### src/rtl/static_list_table_engine_top_macros.svh
// Assertion macros shared by the list table engine RTL.
`ifndef STATIC_LIST_TABLE_ENGINE_TOP_MACROS_SVH
`define STATIC_LIST_TABLE_ENGINE_TOP_MACROS_SVH
`ifndef SYNTHESIS
`define SLTBL_CHECK(name, prop, msg) \
  name: assert property (@(posedge clk) disable iff (rst) (prop)) else $error(msg);
`define SLTBL_CHECK_NEXT(name, ante, cons, msg) \
  name: assert property (@(posedge clk) disable iff (rst) (ante) |=> (cons)) else $error(msg);
`else
`define SLTBL_CHECK(name, prop, msg)
`define SLTBL_CHECK_NEXT(name, ante, cons, msg)
`endif
`endif

### src/rtl/sltbl_pkg.sv
// Package with the payload types and operation codes of the list table engine.
package sltbl_pkg;
  localparam int OP_W  = 2;
  localparam int KEY_W = 32;
  localparam int POS_W = 6;
  localparam int CNT_W = 7;

  typedef logic [OP_W-1:0]         op_t;
  typedef logic signed [KEY_W-1:0] key_t;
  typedef logic [POS_W-1:0]        pos_t;
  typedef logic [CNT_W-1:0]        cnt_t;

  localparam op_t OP_APPEND = 2'd0;
  localparam op_t OP_INSERT = 2'd1;
  localparam op_t OP_SEARCH = 2'd2;
  localparam op_t OP_REMOVE = 2'd3;
endpackage

### src/rtl/sltbl_req_if.sv
// Request channel carrying one operation and its key.
interface sltbl_req_if;
  logic              valid;
  logic              ready;
  sltbl_pkg::op_t    operation;
  sltbl_pkg::key_t   key;

  modport source (output valid, output operation, output key, input ready);
  modport sink (input valid, input operation, input key, output ready);
endinterface

### src/rtl/sltbl_rsp_if.sv
// Response channel carrying the status of one completed request.
interface sltbl_rsp_if;
  logic            valid;
  logic            ready;
  logic            success;
  logic            found;
  sltbl_pkg::pos_t position;
  sltbl_pkg::cnt_t count;
  logic            empty_res;
  logic            full_res;

  modport source (output valid, output success, output found, output position,
                  output count, output empty_res, output full_res, input ready);
  modport sink (input valid, input success, input found, input position,
                input count, input empty_res, input full_res, output ready);
endinterface

### src/rtl/sltbl_mem.sv
// Single-port-write, single-port-read key memory with registered read data.
module sltbl_mem #(
  parameter int DEPTH = 64,
  parameter int AW    = 6
) (
  input  logic                        clk,
  input  logic                        wr_en,
  input  logic [AW-1:0]               wr_addr,
  input  logic [sltbl_pkg::KEY_W-1:0] wr_data,
  input  logic                        rd_en,
  input  logic [AW-1:0]               rd_addr,
  output logic [sltbl_pkg::KEY_W-1:0] rd_data
);
  logic [sltbl_pkg::KEY_W-1:0] mem [DEPTH];

  always_ff @(posedge clk) begin
    if (wr_en) begin
      mem[wr_addr] <= wr_data;
    end
    if (rd_en) begin
      rd_data <= mem[rd_addr];
    end
  end
endmodule

### src/rtl/static_list_table_engine_top.sv
// Top level of the list table engine: sequencer around the key memory.
//
// The block holds a packed list of up to DEPTH signed 32-bit keys. Each request
// on req carries an operation (append, sorted insert, search, remove first
// match) and a key; each request yields exactly one response on rsp with the
// success and found flags, the match position and the count, empty and full
// status after the operation. A failed operation leaves the list unchanged.
// One request is worked on at a time, and req.ready is high only while the
// sequencer waits for work. Append writes at the end of the list without a
// walk; search, remove and sorted insert walk the list through the one memory
// read port, one entry per cycle. The response sits in an output register; if
// rsp.ready is low, the next request is still accepted and worked on, and the
// block holds the following result until the output register is free. A
// synchronous reset empties the list at once; the memory contents need no
// clearing.
module static_list_table_engine_top #(
  parameter int DEPTH = 64
) (
  input  logic        clk,
  input  logic        rst,
  sltbl_req_if.sink   req,
  sltbl_rsp_if.source rsp
);
  `include "static_list_table_engine_top_macros.svh"

  localparam int IW = (DEPTH > 1) ? $clog2(DEPTH) : 1;
  localparam int CW = $clog2(DEPTH + 1);

  localparam logic [2:0] S_IDLE    = 3'd0;
  localparam logic [2:0] S_START   = 3'd1;
  localparam logic [2:0] S_INS     = 3'd2;
  localparam logic [2:0] S_INS_PUT = 3'd3;
  localparam logic [2:0] S_SRCH    = 3'd4;
  localparam logic [2:0] S_SHIFT   = 3'd5;
  localparam logic [2:0] S_FINISH  = 3'd6;

  logic [2:0]            state, state_next;
  sltbl_pkg::op_t        op;
  sltbl_pkg::key_t       key;
  logic [CW-1:0]         cnt, cnt_next;
  logic [IW-1:0]         idx, idx_next;
  logic                  success, success_next;
  logic                  found, found_next;
  logic [IW-1:0]         pos, pos_next;

  logic                  out_valid;
  logic                  out_success;
  logic                  out_found;
  logic [IW-1:0]         out_pos;
  logic [CW-1:0]         out_cnt;

  logic                        wr_en;
  logic [IW-1:0]               wr_addr;
  logic [sltbl_pkg::KEY_W-1:0] wr_data;
  logic                        rd_en;
  logic [IW-1:0]               rd_addr;
  logic [sltbl_pkg::KEY_W-1:0] rd_data;

  logic                  accept;
  logic                  full;
  logic                  more_after;
  logic                  more_shift;
  logic                  out_free;

  sltbl_mem #(
    .DEPTH (DEPTH),
    .AW    (IW)
  ) u_mem (
    .clk     (clk),
    .wr_en   (wr_en),
    .wr_addr (wr_addr),
    .wr_data (wr_data),
    .rd_en   (rd_en),
    .rd_addr (rd_addr),
    .rd_data (rd_data)
  );

  assign req.ready  = (state == S_IDLE);
  assign accept     = req.valid && req.ready;
  assign full       = (cnt == CW'(DEPTH));
  assign more_after = (CW'(idx) + CW'(1)) < cnt;
  assign more_shift = (CW'(idx) + CW'(2)) < cnt;
  assign out_free   = !out_valid || rsp.ready;

  always_comb begin
    state_next   = state;
    cnt_next     = cnt;
    idx_next     = idx;
    success_next = success;
    found_next   = found;
    pos_next     = pos;
    wr_en        = 1'b0;
    wr_addr      = idx;
    wr_data      = key;
    rd_en        = 1'b0;
    rd_addr      = idx;
    unique case (state)
      S_IDLE: begin
        if (accept) begin
          state_next = S_START;
        end
      end
      S_START: begin
        success_next = 1'b0;
        found_next   = 1'b0;
        pos_next     = '0;
        idx_next     = '0;
        state_next   = S_FINISH;
        unique case (op)
          sltbl_pkg::OP_APPEND, sltbl_pkg::OP_INSERT: begin
            if (!full) begin
              if (op == sltbl_pkg::OP_APPEND || cnt == '0) begin
                wr_en        = 1'b1;
                wr_addr      = IW'(cnt);
                cnt_next     = cnt + CW'(1);
                success_next = 1'b1;
              end else begin
                rd_en      = 1'b1;
                rd_addr    = IW'(cnt - CW'(1));
                idx_next   = IW'(cnt);
                state_next = S_INS;
              end
            end
          end
          sltbl_pkg::OP_SEARCH, sltbl_pkg::OP_REMOVE: begin
            if (cnt != '0) begin
              rd_en      = 1'b1;
              rd_addr    = '0;
              state_next = S_SRCH;
            end
          end
          default: begin
            state_next = S_FINISH;
          end
        endcase
      end
      S_INS: begin
        if (key < $signed(rd_data)) begin
          wr_en    = 1'b1;
          wr_addr  = idx;
          wr_data  = rd_data;
          idx_next = idx - IW'(1);
          if (idx > IW'(1)) begin
            rd_en   = 1'b1;
            rd_addr = idx - IW'(2);
          end else begin
            state_next = S_INS_PUT;
          end
        end else begin
          wr_en        = 1'b1;
          wr_addr      = idx;
          cnt_next     = cnt + CW'(1);
          success_next = 1'b1;
          state_next   = S_FINISH;
        end
      end
      S_INS_PUT: begin
        wr_en        = 1'b1;
        wr_addr      = idx;
        cnt_next     = cnt + CW'(1);
        success_next = 1'b1;
        state_next   = S_FINISH;
      end
      S_SRCH: begin
        if ($signed(rd_data) == key) begin
          success_next = 1'b1;
          found_next   = 1'b1;
          pos_next     = idx;
          if (op == sltbl_pkg::OP_SEARCH) begin
            state_next = S_FINISH;
          end else if (more_after) begin
            rd_en      = 1'b1;
            rd_addr    = idx + IW'(1);
            state_next = S_SHIFT;
          end else begin
            cnt_next   = cnt - CW'(1);
            state_next = S_FINISH;
          end
        end else if (more_after) begin
          rd_en    = 1'b1;
          rd_addr  = idx + IW'(1);
          idx_next = idx + IW'(1);
        end else begin
          state_next = S_FINISH;
        end
      end
      S_SHIFT: begin
        wr_en   = 1'b1;
        wr_addr = idx;
        wr_data = rd_data;
        if (more_shift) begin
          rd_en    = 1'b1;
          rd_addr  = idx + IW'(2);
          idx_next = idx + IW'(1);
        end else begin
          cnt_next   = cnt - CW'(1);
          state_next = S_FINISH;
        end
      end
      S_FINISH: begin
        if (out_free) begin
          state_next = S_IDLE;
        end
      end
      default: begin
        state_next = S_IDLE;
      end
    endcase
  end

  always_ff @(posedge clk) begin
    if (rst) begin
      state     <= S_IDLE;
      cnt       <= '0;
      out_valid <= 1'b0;
    end else begin
      state <= state_next;
      cnt   <= cnt_next;
      if (state == S_FINISH && out_free) begin
        out_valid <= 1'b1;
      end else if (rsp.ready) begin
        out_valid <= 1'b0;
      end
    end
  end

  always_ff @(posedge clk) begin
    if (accept) begin
      op  <= req.operation;
      key <= req.key;
    end
    idx     <= idx_next;
    success <= success_next;
    found   <= found_next;
    pos     <= pos_next;
    if (state == S_FINISH && out_free) begin
      out_success <= success;
      out_found   <= found;
      out_pos     <= pos;
      out_cnt     <= cnt;
    end
  end

  assign rsp.valid     = out_valid;
  assign rsp.success   = out_success;
  assign rsp.found     = out_found;
  assign rsp.position  = sltbl_pkg::POS_W'(out_pos);
  assign rsp.count     = sltbl_pkg::CNT_W'(out_cnt);
  assign rsp.empty_res = (out_cnt == '0);
  assign rsp.full_res  = (out_cnt == CW'(DEPTH));

  `SLTBL_CHECK(a_cnt_bound, cnt <= CW'(DEPTH), "entry count exceeds capacity")
  `SLTBL_CHECK(a_no_write_in_search, !(state == S_SRCH && wr_en), "write during search scan")
  `SLTBL_CHECK_NEXT(a_accept_starts, accept, state == S_START, "accepted request did not start")
  `SLTBL_CHECK_NEXT(a_cnt_steady_idle, state == S_IDLE, cnt == $past(cnt), "count moved while idle")
endmodule

### src/flat_wrapper.sv
// flat-port wrapper written by rule: the top's interface ports become plain ports
module static_list_table_engine_top_flat 
#(
  parameter int DEPTH = 64
)
  (clk, rst, req_valid, req_operation, req_key, req_ready, rsp_valid, rsp_success, rsp_found, rsp_position, rsp_count, rsp_empty_res, rsp_full_res, rsp_ready);
  sltbl_req_if req_i ();
  sltbl_rsp_if rsp_i ();
  input  logic clk;
  input  logic rst;
  input wire logic [$bits(req_i.valid)-1:0] req_valid;
  input wire logic [$bits(req_i.operation)-1:0] req_operation;
  input wire logic [$bits(req_i.key)-1:0] req_key;
  output wire logic [$bits(req_i.ready)-1:0] req_ready;
  output wire logic [$bits(rsp_i.valid)-1:0] rsp_valid;
  output wire logic [$bits(rsp_i.success)-1:0] rsp_success;
  output wire logic [$bits(rsp_i.found)-1:0] rsp_found;
  output wire logic [$bits(rsp_i.position)-1:0] rsp_position;
  output wire logic [$bits(rsp_i.count)-1:0] rsp_count;
  output wire logic [$bits(rsp_i.empty_res)-1:0] rsp_empty_res;
  output wire logic [$bits(rsp_i.full_res)-1:0] rsp_full_res;
  input wire logic [$bits(rsp_i.ready)-1:0] rsp_ready;
  assign req_i.valid = req_valid;
  assign req_i.operation = req_operation;
  assign req_i.key = req_key;
  assign req_ready = req_i.ready;
  assign rsp_valid = rsp_i.valid;
  assign rsp_success = rsp_i.success;
  assign rsp_found = rsp_i.found;
  assign rsp_position = rsp_i.position;
  assign rsp_count = rsp_i.count;
  assign rsp_empty_res = rsp_i.empty_res;
  assign rsp_full_res = rsp_i.full_res;
  assign rsp_i.ready = rsp_ready;
  static_list_table_engine_top #(.DEPTH(DEPTH)) u_core (.clk(clk), .rst(rst), .req(req_i), .rsp(rsp_i));
endmodule
### config.mk
export PLATFORM = sky130hd
export DESIGN_NAME = static_list_table_engine_top_flat
export DESIGN_NICKNAME = d
export VERILOG_FILES = /design/src/rtl/sltbl_pkg.sv /design/src/rtl/sltbl_req_if.sv /design/src/rtl/sltbl_rsp_if.sv /design/src/rtl/sltbl_mem.sv /design/src/rtl/static_list_table_engine_top.sv /design/src/flat_wrapper.sv
export VERILOG_INCLUDE_DIRS = /design/src /design/src/rtl
export SDC_FILE = /design/constraint.sdc
export NUM_CORES = 2
export LEC_CHECK = 0
export ABC_AREA = 0
export BUFFER_PORTS_ARGS = -buffer_cell sky130_fd_sc_hd__buf_2
export CORE_UTILIZATION = 65
export CTS_BUF_LIST = sky130_fd_sc_hd__clkbuf_2
export CTS_CLUSTER_DIAMETER = 60
export CTS_CLUSTER_SIZE = 30
export DETAILED_ROUTE_END_ITERATION = 10
export PLACE_DENSITY_LB_ADDON = 0.1
export SLEW_MARGIN = 20
export SYNTH_ARGS = -nofsm -noshare
export SYNTH_HDL_FRONTEND = slang
export SYNTH_SLANG_ARGS = --single-unit
### constraint.sdc
create_clock -name clk -period 6.5 [get_ports clk]
set_clock_uncertainty 0.1 [all_clocks]
set_input_delay 0.65 -clock clk [delete_from_list [all_inputs] [get_ports clk]]
set_output_delay 0.65 -clock clk [all_outputs]
set_load 0.02 [all_outputs]
==> flow_summary.ini <==
[floorplan]
core_um2 = 128000
io-pin-count = 57
num_rows = 131
chipHeight_um = 362
initial_core_util = 0.659
die_area_um2 = 131000
die_w_um = 362

[grt]
grtUsageTotal = 0.345
grt_max_degree = 81
overflow = 0
grt_pass1_vias = 44600
grt_pass1_wl_um = 316000
grt_antenna_before_repair = 3

[timing]
worst_pin_slew_ps = 1210
final-setup-viol-count = 0
slew_viol_final = 0
max-slew-margin-rel = 0.195
finalSetupTns_ps = 0
post-route-min-period_ps = 5980
fin_crit_sh = 0.920
fmax_ghz = 0.167
grt_setup_unrepaired = no
hold_viol = 0

[worst_setup_path]
cpLargestDelayFamily = compound AO/OA/AOI/OAI gates
worstSetupPathType = reg2reg
required_ps = 7970
startpoint_type = register
end_kind = register
worst-path-max-fanout = 26
cp.arrival_ps = 7450
cp_slowest_cell = edfxtp_1
cp_cell_sequence = ha_1 -> nand3_1 -> xnor2_1 -> ha_1 -> a21o_1 -> a21oi_1 -> o21ai_0 -> a21o_1 -> o21ai_0 -> nor4b_2 -> a32o_1 -> buf_4 -> nor3_4 -> buf_4 -> a22oi_1 -> nand4_1 -> o22a_1
max_stage_delay_ps = 640
path_buf_inv = 2

[route]
via_count = 45500
vias_per_cell = 7.07
ant_nets = 0
routedWlPerCell_um = 34.6
first_pass_iters = 6
drt_wl_total_um = 223000
drc = 0
initialDrtViolationCount = 7577

[finish]
area_growth_pct = 10.2
drive_gt1_frac = 0.258
final_common_cell = edfxtp_1
layout.nets = 4683
nFillCells = 7631
fin_area_um2 = 93100
mostFrequentLayoutCells = 2143 x edfxtp_1, 454 x mux4_2, 270 x buf_4, 223 x nand2_1, 171 x a22oi_1

[logic_synthesis]
ys_seq_area_frac = 0.765
synth_edf_count = 2143
synth_area_per_cell_um2 = 20.0
synth_async_sr_flop_share = 0
syn-num-nets = 4303
synth_flop_cell = edfxtp_1
synth_seq_cells = 2154
synthesis.area_um2 = 84400
synth_cells = 4212
ys_warn_count = 0
ys_types = 79

[cts]
cts-buffers-inserted = 137
clock-sinks = 2154
cts_tree = yes
clkSlewWorstSetupHoldPaths_ps = 330
ctsLongestPathBuffers = 3
cts_root_buf = clkbuf_2
htree_levels = 4
insertion_delay_ps = 1810

[flow_run]
maxCapViolCount = 0

[min_path]
hold_path.class = in2reg

[placed_design]
hpwl_um = 131000
place_area_um2 = 89800
routabilityCongestion = 0.940
port_buffers = 56

[outcome]
status = finished, final reports clean
==> final cells by class <==
class,count,area [µm²],share of cell area
Sequential cell,2154,64600,0.694
Multi-Input combinational cell,1755,19500,0.209
Timing Repair Buffer,493,4590,0.0493
Tap cell,1729,2160,0.0232
Clock inverter,103,1370,0.0147
Clock buffer,143,716,0.00769
Inverter,51,191,0.00206
Antenna cell,9,22.5,0.000242
==> cell families (layout without fill, tap and decap cells) <==
logic type | count (synthesis) | in the layout | share of synthesized area
xor gates and xnor gates | 23 | 23 | 0.00239
DFF | 2154 | 2154 | 0.765
and+or+nand+nor | 581 | 581 | 0.0320
adders and majority gates | 53 | 53 | 0.00785
AOI/OAI and AO/OA | 627 | 627 | 0.0534
buffers and inverters | 303 | 790 | 0.0164
other | 0 | 9 | 0
muxes | 471 | 471 | 0.123
==> flip-flops by register name, summed over array words and instances, names as in the netlist <==
name / cells
u_core.u_mem.mem: 2048
u_core.key: 32
u_core.u_mem.rd_data: 32
u_core.cnt: 7
u_core.rsp.count: 7
u_core.idx: 6
u_core.pos: 6
u_core.rsp.position: 6
u_core.state: 3
u_core.op: 2
u_core.found: 1
u_core.rsp.found: 1
u_core.rsp.success: 1
u_core.rsp.valid: 1
u_core.success: 1
==> Yosys cell counts (all sizes together), types with 5 or more instances <==
master  count  area [µm²]
a211oi     60         455
a21o        7        52.6
a21oi      58         298
a221o       5        50.1
a221oi     13         114
a22oi     171        1280
a311oi     55         482
a31oi      13        81.3
a32oi      29         273
and2        7        43.8
and3       58         363
buf       146         800
clkbuf    106         398
dfxtp      11         220
edfxtp   2143       64400
ha         53         663
inv        51         191
mux2i      13         130
mux4      454       10200
nand2     224         841
nand2b      9        56.3
nand3      49         245
nand4      41         263
nor2      140         526
nor2b       5        31.3
nor3       27         166
o211ai     33         253
o21ai     116         588
o22a       28         245
o22ai       5        31.3
o31ai       5        37.5
xnor2      18         158
xor2        5        43.8
==> stage by stage <==
| stage | hold slack [ps] | utilization | setup WS, ps | std cells |
|---|---|---|---|---|
| 4_1_cts | 69.5 | 0.726 | 610 | 6426 |
| 2_1_floorplan | 300 | - | 944 | 4212 |
| 5_1_grt | 186 | 0.726 | 301 | 6437 |
| 3_5_place_dp | 305 | 0.701 | 571 | 6072 |
| 6_report | 307 | 0.726 | 520 | 6437 |
| 3_3_place_gp | 301 | 0.700 | 659 | 6070 |
==> per-layer routing <==
metal | wire length (µm) | vias to the layer above | track usage
met5 | 0 | - | 0
met4 | 11200 | 0 | 0.154
met3 | 23600 | 514 | 0.0560
met2 | 107000 | 3083 | 0.544
met1 | 80600 | 23500 | 0.485
li1 | - | 18400 | -
==> worst paths after layout <==
check                  from                  endpoint  slack (ps)  cells past startpoint
min               rsp_ready          u_core.rsp.valid         310                      6
min reg2reg  u_core.success        u_core.rsp.success         360                      0
max reg2reg   u_core.idx[1]  u_core.u_mem.rd_data[28]         520                     17
max           u_core.idx[1]  u_core.u_mem.rd_data[28]         520                     17
==> worst register-to-register path: stages (launching register included) <==
cell	delay, ps
edfxtp_1	640
ha_1	380
nand3_1	260
xnor2_1	290
ha_1	280
a21o_1	160
a21oi_1	140
o21ai_0	120
a21o_1	350
o21ai_0	470
nor4b_2	460
a32o_1	440
buf_4	320
nor3_4	80
buf_4	330
a22oi_1	270
nand4_1	400
o22a_1	360
==> what timing repair did <==
action                     CTS  global route
setup buffers                0             0
setup endpoints to repair    0             0
resized for setup            0             0
hold buffers               108             0
hold endpoints to repair    94             0
Power is not shown: default switching activity piles up to over one toggle a cycle in this logic, so the estimate is an artifact.
